==> src/sv/ssp_ram.sv <==
// Generic simple dual-port RAM with registered read.
`timescale 1ns / 1ps
`default_nettype none

module ssp_ram #(
   parameter int  WIDTH = 8,
   parameter int  DEPTH = 32,
   localparam int AW    = (DEPTH > 1) ? $clog2(DEPTH) : 1
) (
   input  logic             clock,
   input  logic             wr_en,
   input  logic [AW-1:0]    wr_addr,
   input  logic [WIDTH-1:0] wr_data,
   input  logic [AW-1:0]    rd_addr,
   output logic [WIDTH-1:0] rd_data
);

   logic [WIDTH-1:0] mem [DEPTH];

   always_ff @(posedge clock) begin
      if (wr_en) begin
         mem[wr_addr] <= wr_data;
      end
   end

   // read-first: a same-cycle write is not seen
   always_ff @(posedge clock) begin
      rd_data <= mem[rd_addr];
   end

endmodule

`default_nettype wire
==> config.mk <==
export PLATFORM = sky130hd
export DESIGN_NAME = ssp_ram
export DESIGN_NICKNAME = d
export VERILOG_FILES = /design/src/sv/ssp_ram.sv
export SDC_FILE = /design/constraint.sdc
export NUM_CORES = 1
export LEC_CHECK = 0
export ABC_AREA = 1
export BUFFER_PORTS_ARGS = -buffer_cell sky130_fd_sc_hd__clkbuf_2
export CAP_MARGIN = 10
export CORE_MARGIN = 2
export CORE_UTILIZATION = 45
export CTS_BUF_LIST = sky130_fd_sc_hd__clkbuf_2
export DETAILED_ROUTE_END_ITERATION = 10
export GPL_TIMING_DRIVEN = 0
export PLACE_DENSITY_LB_ADDON = 0.1
export SYNTH_ARGS = -nofsm -noshare
export SYNTH_HDL_FRONTEND = slang
export SYNTH_SLANG_ARGS = --single-unit
==> constraint.sdc <==
create_clock -name clock -period 1.2 [get_ports clock]
set_clock_uncertainty 0.05 [all_clocks]
set_input_delay 0.12 -clock clock [delete_from_list [all_inputs] [get_ports clock]]
set_output_delay 0.12 -clock clock [all_outputs]
set_load 0.05 [all_outputs]
**Yosys cells after proc, flatten, opt, wreduce, memory -nomap -nowiden**

Memory sizes are Yosys's and may differ from the RTL's. A register that Yosys moved wholly into a read port is not among the register bits.
Cells that the tools add are included.

- Register bits after elaboration: 0
- RAM bits: 256
- Output and inout port bits: 8
- Word-level logic and storage cells: 3
- Memories kept: 1

- Mux-type cells: 2

Memory list:

| memory | words | width | rd ports | clocked after Yosys merged registers in | write ports | line | source |
|---|---|---|---|---|---|---|---|
| mem | 32 | 8 | 1 | 1 | 1 | 18 | `logic [WIDTH-1:0] mem [DEPTH];` |

Operators by type and width:

| operator | number |
|---|---|
| 2-to-1 mux 1 bit | 2 |

**Longest topological paths before layout**

Gate-level depths: netlist of the first run.

- Word-level depth: 2
- Mapped depth: 11

**Least setup slack after synthesis of the first run**

No wires, ideal clock.

- Kind: input -> register
- Start point: in wr_addr[0]
- End point: mem mem[0][0] (enable)
- Library setup time: 0.370 ns
- Arrival: 0.784 ns
- Required time: 0.780 ns
- Path slack: -0.004 ns
- Cell stages on the path: 3
- Path buffers: 0
- Cell sequence: inv_1 nand3_1 nor2_1

RTL lines:

| item | line | source |
|---|---|---|
| start, declared | 12 | `input logic [AW-1:0] wr_addr,` |
| end, declared | 18 |  |

No word-level cell before the write port.

**Worst setup path after layout of the first run**

- Start point: reg rd_data[7] (read register of mem)
- End point: out rd_data[7]

RTL lines:

| item | line | source |
|---|---|---|
| start, declared | 15 | `output logic [WIDTH-1:0] rd_data` |

No word-level cell between the ends.

==> results of run 1 <==
==> power by group <==
group	internal, mW	leakage [nW]	switching (mW)
registers	10.2	2.37	0.0458
clock network	2.61	0.471	3.61
logic	0.512	1.91	1.17
==> timing repair <==
action	CTS	global route
endpoints found under the hold margin	152	42
resized for setup	44	80
setup endpoints to repair	14	19
hold buffers	4	1
pin swaps	5	69
==> per-layer routing <==
layer | vias to the layer above | part of all wire
li1 | 3443 | -
met1 | 3512 | 0.44
met2 | 283 | 0.46
met3 | 40 | 0.082
met4 | 0 | 0.017
met5 | - | 0
==> layout by cell type, fill, tap and decap left out, types with 8 or more instances in the layout <==
master and count:
nand3_2 55, buf_6 24, nor2_1 31, nand2_1 332
buf_2 14, clkinv_1 15, clkbuf_2 114, edfxtp_1 256
nand2_2 27, dfxtp_2 8, nand3_1 146, inv_1 8
==> stage by stage <==
stage	instance area, sq um	hold slack [ns]	setup slack, ns
floorplan	10790	0.1689	-0.004033
global placement	11310	0.5080	-0.7842
detailed placement	11310	0.4934	-0.8202
CTS	12160	-0.07671	-0.3774
global route	12470	-0.07298	-0.3684
finish	12470	-0.1044	-0.3261
==> layout make-up <==
cell class	instances	area, sq um
fill	2125	11000
sequential	264	7858
multi-input combinational	596	2883
clock buffer	98	490.5
buffer	52	411.6
tap	319	399.1
timing repair buffer	28	260.3
clock inverter	20	130.1
inverter	10	37.54
antenna	1	2.502
==> worst register-to-register path, stage by stage (launching register included) <==
cell      delay [ns]
edfxtp_1        0.41
nand2_1         0.09
nand3_2         0.08
nand3_2         0.14
nand2_1         0.07
nand2_1         0.05
nand2_1         0.05
nand2_1         0.06
nand2_1         0.07
==> kinds of logic after synthesis <==
| group | share of synthesized area |
|---|---|
| simple gates | 0.2311 |
| buf+inv | 0.04141 |
| flops | 0.7275 |
==> state kept, by name, summed over array words and instances (netlist names) <==
| signal | cells |
|---|---|
| mem | 256 |
| rd_data | 8 |
==> worst paths after layout <==
| check | end | cells after the start | slack, ns | from |
|---|---|---|---|---|
| worst min register to register | rd_data[7]$_DFF_P_ | 8 | 0.74 | mem[16][7]$_DFFE_PP_ |
| worst min-delay path | mem[18][7]$_DFFE_PP_ | 3 | -0.10 | wr_addr[4] |
| worst max-delay path | rd_data[7] | 1 | -0.33 | rd_data[7]$_DFF_P_ |
| worst max register to register | rd_data[5]$_DFF_P_ | 8 | 0.01 | mem[21][5]$_DFFE_PP_ |
==> metrics.csv, run 1 <==
stage,metric,value,unit
pwr,Static Leak,4.753,nW
yosys,largest area contributor in the netlist,edfxtp_1,
grt,remaining global-route overflow,0,
route,# DRC,0,
setup_path,Critical path buffers and inverters,1,
setup_path,CP Max Fanout,1,
yosys,synthesized area,10790,sq um
cts,Sink Count,264,
yosys,Ys Warns,0,
grt,GRT Max-Usage Layer,met2,
cells_and_area,fin util,0.5313,
setup_path,WP data arrival,1.36,ns
setup_path,Setup CP Type,flop to output pin,
sta,fmax,655.3,MHz
sta,slew margin rel.,0.3368,
yosys,most common cell in the netlist,nand2_1,
place,DP Cell Count,1265,
cts,TritonCTS buffer count,69,
route,Iteration-0 DRC Markers,801,
hold_path,worst hold-check path type,primary input to flop,
cts,Max Root-Sink Buffers,3,
cts,CTS Root Cell,clkbuf_2,
sta,"Hold Violations, Final",53,
job,Max-Cap Viols,0,
grt,GR Util met3,0.05120,
yosys,Gate Count Post-Synth,922,
yosys,post-synth top area share,0.7127,
die,die width,158.8,um
setup_path,CP Launch Type,flop,
place,HPWL after DPL,18370,um
pwr,total power,18.19,mW
yosys,"Seq/Total Area, Yosys",0.7275,
setup_path,Crit path largest cell delay,0.36,ns
setup_path,Worst Path Required,1.03,ns
sta,post-route setup slack,-0.3261,ns
pwr,peak supply drop,0.6414,mV
yosys,Synth Flop Type,edfxtp_1,
setup_path,critical path's top delay family,flip-flops,
route,Routed wire per std cell,21.11,um
sta,RSZ-0062 raised after global routing,yes,
setup_path,crit-path cells,buf_8,
sta,crit share post-route,1.272,
cells_and_area,share of post-route cells with drive strength above 1,0.2500,
grt,first-pass GRT wire length,43180,um
route,antenna-violating nets left,0,
grt,grt met2 use,0.3601,
route,vias per inst,5.244,
pwr,Power Density,1459,nW/um^2
cts,clock-pin transition on the worst setup and hold timing paths,0.10,ns
cells_and_area,P&R area growth vs syn,15.62,%
die,I/O Pins,28,
yosys,Post-Syn Nets,942,
sta,Setup Viol. Count Final,8,
yosys,synth cell count leaders,"nand2_1, edfxtp_1, nand3_1, nor2_1, buf_6",
grt,largest net degree at the start of global routing,33,
cts,Clock Latency Late Sink,0.85,ns
place,PortBufs,24,
die,# rows,56,
sta,setup TNS,-2.451,ns
cts,CTS tree,built,
grt,number of global-route vias before repair,7036,
setup_path,slowest cell on the critical path,dfxtp_2,
route,number of detailed-route iterations in the first pass,7,
cts,setup bufs post-CTS,0,
yosys,Post-synth ARST share,0,
yosys,Mean Syn Cell Area,11.70,sq um
grt,number of antenna violations at the first check in global routing,1,
die,Initial Util,0.4595,
cells_and_area,Final #Nets,1041,
yosys,"flops & latches, synth",264,
grt,total track usage,0.2332,
yosys,Area contributors post-synth,"edfxtp_1, nand2_1, nand3_1, buf_6, dfxtp_1",
sta,fin. max-slew vios,0,
route,Vias,7278,
sta,Tmin final,1.526,ns
run_status,status,finished with violations,
yosys,Post-synth EDFFs,256,
die,die area,25230,sq um
yosys,Cell variety after synth,12,
setup_path,critical path endpoint category,output pin,
sta,worst-margin pin slew,0.9911,ns
cts,# H-tree levels,3,
die,Die H,158.8,um
die,core area,23470,sq um
run_status,failing checks,"hold timing, setup timing",
route,Post-Route WL,29290,um
grt,GR Util met1,0.3309,
place,gpl congestion,0.8423,
sta,hold_ws,-0.1044,ns
cells_and_area,final std cells w/o fill,1388,
Power figures use the tool's default switching activity.
==> run 2, diff against run 1 <==
--- a/config.mk
+++ b/config.mk
@@ -5,7 +5,6 @@
 export SDC_FILE = /design/constraint.sdc
 export NUM_CORES = 1
 export LEC_CHECK = 0
-export ABC_AREA = 1
 export BUFFER_PORTS_ARGS = -buffer_cell sky130_fd_sc_hd__clkbuf_2
 export CAP_MARGIN = 10
 export CORE_MARGIN = 2
==> metrics.csv, run 2 <==
stage,metric,value,unit,change
yosys,Post-synth ARST share,0,,unchanged
setup_path,RR Endpoint,rd_data[1]$_DFF_P_,,
die,# rows,54,,-3.6%
grt,number of antenna violations at the first check in global routing,1,,unchanged
yosys,most common cell in the netlist,edfxtp_1,,
route,antenna-violating nets left,0,,unchanged
cts,TritonCTS buffer count,68,,-1.4%
run_status,status,finished with violations,,
place,DP Cell Count,719,,-43%
pwr,Static Leak,3.840,nW,-19%
setup_path,Worst Path Required,1.81,ns,+0.78 ns
hold_path,Hold Startpoint,rd_addr[1],,
cells_and_area,Regs by FF count,"mem: 256 flops, rd_data: 8 flops",,
sta,Setup Viol. Count Final,16,,+8
cts,Clock Latency Late Sink,0.81,ns,-0.04 ns
die,I/O Pins,28,,unchanged
yosys,largest area contributor in the netlist,edfxtp_1,,
yosys,synthesized area,10050,sq um,-6.8%
route,# DRC,0,,unchanged
grt,first-pass GRT wire length,31350,um,-27%
grt,remaining global-route overflow,0,,unchanged
place,HPWL after DPL,13170,um,-28%
sta,Tmin final,1.889,ns,+0.3626 ns
pwr,total power,17.84,mW,-1.9%
route,Vias,4728,,-35%
sta,fmax,529.5,MHz,-19%
cts,CTS tree,built,,
cells_and_area,"commonest non-fill, non-tap cells in the layout","edfxtp_1, clkbuf_2, mux4_2",,
grt,number of global-route vias before repair,4980,,-29%
route,Iteration-0 DRC Markers,367,,-54%
cells_and_area,fin area,11860,sq um,-4.9%
sta,"Hold Violations, Final",80,,+51%
route,number of detailed-route iterations in the first pass,5,,-2
job,Max-Cap Viols,0,,unchanged
sta,hold_ws,-0.09260,ns,+0.01177 ns
sta,post-route setup slack,-0.6887,ns,-0.3626 ns
die,Die H,153.5,um,-3.4%
route,vias per inst,5.523,,+5.3%
die,Initial Util,0.4592,,about the same
yosys,Area contributors post-synth,"edfxtp_1, mux4_2, dfxtp_1, nor2_1, mux2_2",,
yosys,"flops & latches, synth",264,,unchanged
setup_path,WP data arrival,2.50,ns,+1.14 ns
yosys,Ys Warns,0,,unchanged
cts,Max Root-Sink Buffers,3,,unchanged
yosys,synth cell count leaders,"edfxtp_1, mux4_2, nor2_1, dfxtp_1, mux2_2",,
cells_and_area,fin util,0.5419,,+0.01055
sta,RSZ-0062 raised after global routing,yes,,
grt,total track usage,0.1849,,-0.04833
die,die width,153.5,um,-3.4%
setup_path,R2R Setup Slk,-0.69,ns,-0.70 ns
cts,Sink Count,264,,unchanged
run_status,failing checks,"hold timing, setup timing",,
place,DP Area,10840,sq um,-4.1%
route,Routed wire per std cell,24.30,um,+15%
cts,clock-pin transition on the worst setup and hold timing paths,0.10,ns,about the same
cts,# H-tree levels,3,,unchanged
hold_path,Worst Hold Depth,3,,unchanged
place,post-place setup slack,-0.9982,ns,-0.1780 ns
cells_and_area,share of post-route cells with drive strength above 1,0.4939,,+0.2439
hold_path,hold endpoint,rd_data[0]$_DFF_P_,,
cells_and_area,register with the most flip-flops,mem,,
sta,slew margin rel.,0.3313,,-0.005511
place,gpl congestion,0.7265,,-14%
yosys,"Seq/Total Area, Yosys",0.7806,,+0.05306
setup_path,CP Max Fanout,1,,unchanged
setup_path,critical path endpoint category,flop,,
cells_and_area,final std cells w/o fill,856,,-38%
pwr,peak supply drop,0.8407,mV,+31%
grt,largest net degree at the start of global routing,33,,unchanged
cells_and_area,P&R area growth vs syn,18.00,%,
yosys,Gate Count Post-Synth,417,,-55%
sta,worst-margin pin slew,1.000,ns,+0.008907 ns
sta,crit share post-route,1.574,,+0.3021
yosys,Cell variety after synth,15,,+3
cts,CTS Root Cell,clkbuf_2,,
sta,fin. max-slew vios,0,,unchanged
sta,setup TNS,-7.140,ns,-4.689 ns
cells_and_area,max reg flops,256,,unchanged
die,die area,23550,sq um,-6.6%
yosys,Post-Syn Nets,437,,-54%
cells_and_area,Final #Nets,549,,-47%
yosys,Synth Flop Type,edfxtp_1,,
pwr,Power Density,1504,nW/um^2,+3.1%
route,Post-Route WL,20800,um,-29%
die,core area,21890,sq um,-6.7%
setup_path,Reg2Reg Depth,3,,-5
hold_path,worst hold-check path type,primary input to flop,,
setup_path,CP Launch Type,flop,,
cells_and_area,fillers,1739,,-18%
yosys,post-synth top area share,0.7647,,+0.05198
yosys,Mean Syn Cell Area,24.11,sq um,+110%
setup_path,Setup CP Type,flop to flop,,
yosys,Post-synth EDFFs,256,,unchanged
setup_path,worst r2r src,mem[21][1]$_DFFE_PP_,,
cells_and_area,"commonest non-fill, non-tap cell in the layout",edfxtp_1,,
place,PortBufs,22,,-8.3%
==> run 2: cell types whose count changed after synthesis, moves of 5 or more <==
| cell | before | now |
|---|---|---|
| nand3_1 | 204 | 2 |
| buf_6 | 24 | 1 |
| nand3b_1 | 0 | 5 |
| mux4_2 | 0 | 80 |
| mux2_2 | 0 | 8 |
| nand2_1 | 360 | 1 |
| inv_1 | 8 | 0 |
| buf_2 | 15 | 1 |
==> run 2: how the worst max path moves through the flow <==
| stage | from | end | slack, ns |
|---|---|---|---|
| finish | mem[21][1]$_DFFE_PP_ | rd_data[1]$_DFF_P_ | -0.69 |
| global route | mem[21][1]$_DFFE_PP_ | rd_data[1]$_DFF_P_ | -0.73 |
| CTS | mem[21][1]$_DFFE_PP_ | rd_data[1]$_DFF_P_ | -0.70 |
| detailed placement | rd_addr[2] | rd_data[0]$_DFF_P_ | -1.0 |
| global placement | rd_addr[2] | rd_data[0]$_DFF_P_ | -1.0 |
| floorplan | rd_addr[0] | rd_data[0]$_DFF_P_ | -0.57 |
==> run 2: logic make-up after synthesis <==
| kind of cell | share of synthesized area |
|---|---|
| and+or+nand+nor | 0.02066 |
| muxes | 0.1882 |
| buffers and inverters | 0.01058 |
| DFF | 0.7806 |
==> run 2: critical path, stage by stage, from the launching register on <==
cell	delay [ns]
edfxtp_1	0.38
mux4_2	0.53
mux4_2	0.50
mux2_4	0.29
==> run 2: power breakdown <==
part / internal (mW) / switching [mW]
clock network: 2.74 / 3.47
registers: 10.2 / 0.0467
logic: 0.606 / 0.737
==> run 2: layout make-up <==
cell class / instances / area, sq um / share of cell area
sequential: 264 / 7856 / 0.6623
multi-input combinational: 133 / 2347 / 0.1979
clock buffer: 107 / 535.5 / 0.04514
timing repair buffer: 42 / 450.4 / 0.03797
tap: 280 / 350.3 / 0.02953
buffer: 20 / 234.0 / 0.01972
clock inverter: 9 / 86.33 / 0.007278
antenna: 1 / 2.502 / 0.0002109
==> run 2: what timing repair did <==
action,in CTS,in global routing
hold buffers,15,1
hold endpoints to repair,322,113
setup endpoints to repair,24,120
pin swaps,0,6
setup buffers,0,6
gates resized for setup,30,14
==> run 2: metal layers <==
| metal | track usage | share of wire | up-vias |
|---|---|---|---|
| met5 | 0 | 0 | - |
| met4 | 0.06335 | 0.015 | 0 |
| met3 | 0.05018 | 0.080 | 27 |
| met2 | 0.2710 | 0.46 | 168 |
| met1 | 0.2721 | 0.44 | 2483 |
| li1 | - | - | 2050 |
==> run 3, diff against run 2 <==
--- a/config.mk
+++ b/config.mk
@@ -7,7 +7,7 @@
 export LEC_CHECK = 0
 export BUFFER_PORTS_ARGS = -buffer_cell sky130_fd_sc_hd__clkbuf_2
 export CAP_MARGIN = 10
-export CORE_MARGIN = 2
+export CORE_MARGIN = 1.5
 export CORE_UTILIZATION = 45
 export CTS_BUF_LIST = sky130_fd_sc_hd__clkbuf_2
 export DETAILED_ROUTE_END_ITERATION = 10
==> metrics.csv, run 3 (synthesized netlist as in run 2, its figures left out) <==
stage,metric,value,unit,change
grt,total track usage,0.1911,,+0.006163
route,Routed wire per std cell,24.88,um,+2.4%
cells_and_area,P&R area growth vs syn,16.29,%,
sta,fin. max-slew vios,0,,unchanged
cells_and_area,"commonest non-fill, non-tap cell in the layout",edfxtp_1,,
setup_path,crit-path cells,"mux4_2, mux4_2, mux2_4",,
sta,Tmin final,1.889,ns,-0.00007700 ns
run_status,status,finished with violations,,
grt,remaining global-route overflow,0,,unchanged
cells_and_area,register with the most flip-flops,mem,,
job,Max-Cap Viols,0,,unchanged
die,# rows,54,,unchanged
sta,RSZ-0062 raised after global routing,yes,,
setup_path,CP Launch Type,flop,,
route,Vias,4718,,-0.21%
pwr,sw frac,0.2445,,+0.006348
run_status,failing checks,"hold timing, setup timing",,
die,die area,23250,sq um,-1.3%
sta,post-route setup slack,-0.6886,ns,+0.00007700 ns
cells_and_area,Final #Nets,544,,-0.91%
setup_path,WP data arrival,2.49,ns,about the same
cts,CTS tree,built,,
sta,Setup Viol. Count Final,16,,unchanged
setup_path,"most used cell, CP",mux4_2,,
cells_and_area,"commonest non-fill, non-tap cells in the layout","edfxtp_1, clkbuf_2, mux4_2",,
pwr,Power Density,1481,nW/um^2,-1.5%
route,number of detailed-route iterations in the first pass,4,,-1
grt,first-pass GRT wire length,31480,um,+0.42%
pwr,Clk pwr share,0.328,,-0.020
cells_and_area,final std cells w/o fill,856,,unchanged
cells_and_area,fillers,1796,,+3.3%
cells_and_area,share of post-route cells with drive strength above 1,0.4669,,-0.02701
cells_and_area,fin area,11690,sq um,-1.4%
die,I/O Pins,28,,unchanged
cts,Sink Count,264,,unchanged
place,gpl congestion,0.7705,,+6.1%
route,antenna-violating nets left,0,,unchanged
pwr,Net Sw Power,4.233,mW,-0.38%
setup_path,Worst Path Required,1.80,ns,about the same
sta,crit share post-route,1.574,,about the same
pwr,Static Leak,3.756,nW,-2.2%
sta,hold_ws,-0.06159,ns,+0.03101 ns
cts,# H-tree levels,3,,unchanged
route,vias per inst,5.512,,-0.21%
grt,number of antenna violations at the first check in global routing,1,,unchanged
cts,Clock Latency Late Sink,0.79,ns,-0.02 ns
sta,"Hold Violations, Final",8,,-90%
pwr,P_int,13.08,mW,-3.8%
pwr,Logic pwr share,0.077,,+0.002
sta,setup TNS,-6.978,ns,+0.1622 ns
setup_path,Setup CP Type,flop to flop,,
sta,fmax,529.5,MHz,about the same
place,PortBufs,22,,unchanged
grt,number of global-route vias before repair,5019,,+0.78%
setup_path,critical path endpoint category,flop,,
pwr,peak supply drop,0.8731,mV,+3.9%
place,HPWL after DPL,13350,um,+1.3%
place,DP Cell Count,719,,unchanged
setup_path,slowest cell on the critical path,mux4_2,,
cells_and_area,Regs by FF count,"mem: 256 flops, rd_data: 8 flops",,
route,# DRC,0,,unchanged
place,DP Area,10840,sq um,unchanged
setup_path,Crit path largest cell delay,0.53,ns,about the same
cts,CTS Root Cell,clkbuf_2,,
route,Post-Route WL,21290,um,+2.4%
sta,slew margin rel.,0.3569,,+0.02561
grt,largest net degree at the start of global routing,33,,unchanged
die,die width,152.5,um,-0.65%
cts,Max Root-Sink Buffers,3,,unchanged
hold_path,worst hold-check path type,primary input to flop,,
setup_path,Reg2Reg Depth,3,,unchanged
sta,worst-margin pin slew,0.9617,ns,-0.03830 ns
cells_and_area,max reg flops,256,,unchanged
die,Die H,152.5,um,-0.65%
cts,clock-pin transition on the worst setup and hold timing paths,0.10,ns,about the same
cts,TritonCTS buffer count,69,,+1.5%
setup_path,CP Max Fanout,1,,unchanged
pwr,register share of total power,0.595,,+0.018
die,core area,21890,sq um,unchanged
die,Initial Util,0.4592,,unchanged
hold_path,Worst Hold Depth,3,,unchanged
route,Iteration-0 DRC Markers,341,,-7.1%
[run 3: cell type report]
cell class / count / area, sq um / share of cell area
diodes: 2 / 5.005 / 0.0004281
multi-input cells: 133 / 2325 / 0.1988
plain buffers: 19 / 209.0 / 0.01787
clock inverters: 20 / 77.57 / 0.006635
repair buffers: 37 / 362.8 / 0.03104
flip-flops and latches: 264 / 7856 / 0.6720
well taps: 280 / 350.3 / 0.02997
clock buffers: 101 / 505.5 / 0.04324
[run 3: timing repair]
item | 4_1_cts | 5_1_grt
endpoints found under the hold margin | 293 | 130
pin swaps | 0 | 2
resized for setup | 26 | 12
buffers inserted | 0 | 1
endpoints found under the setup margin | 24 | 49
hold buffers | 11 | 3
[run 3: layer usage]
metal  vias to the layer above  routed length, um  track usage
li1                       2045                  -            -
met1                      2481               9556       0.2826
met2                       149              10020       0.2833
met3                        43               1299      0.04266
met4                         0                415      0.06777
met5                         -                  0            0
[run 3: through the flow]
stage / utilization / power, mW / worst slack [ns]
global route: 0.5341 / 18.06 / -0.7182
floorplan: - / 11.25 / -0.5671
finish: 0.5341 / 17.31 / -0.6886
CTS: 0.5314 / 17.52 / -0.7269
global placement: 0.4953 / 11.68 / -0.9737
detailed placement: 0.4953 / 11.71 / -0.9602
[run 3: power groups by stage]
stage               clock network [mW]  registers, mW  logic (mW)
finish                            5.68           10.3        1.34
global route                      6.34           10.3        1.41
CTS                               5.91           10.3        1.32
detailed placement                   0           10.5        1.22
global placement                     0           10.5        1.20
floorplan                            0           10.6       0.640
[run 3: critical path: cells and delay by family (launching register included)]
kind	cells	cell delay, ns
flops	1	0.37
mux	3	1.35
[run 3: path summary, 6_finish.rpt]
check | startpoint | to | slack, ns
max | mem[29][3]$_DFFE_PP_ | rd_data[3]$_DFF_P_ | -0.69
min | rd_addr[1] | rd_data[7]$_DFF_P_ | -0.06
max reg2reg | mem[29][3]$_DFFE_PP_ | rd_data[3]$_DFF_P_ | -0.69
min reg2reg | mem[3][1]$_DFFE_PP_ | rd_data[1]$_DFF_P_ | 0.87
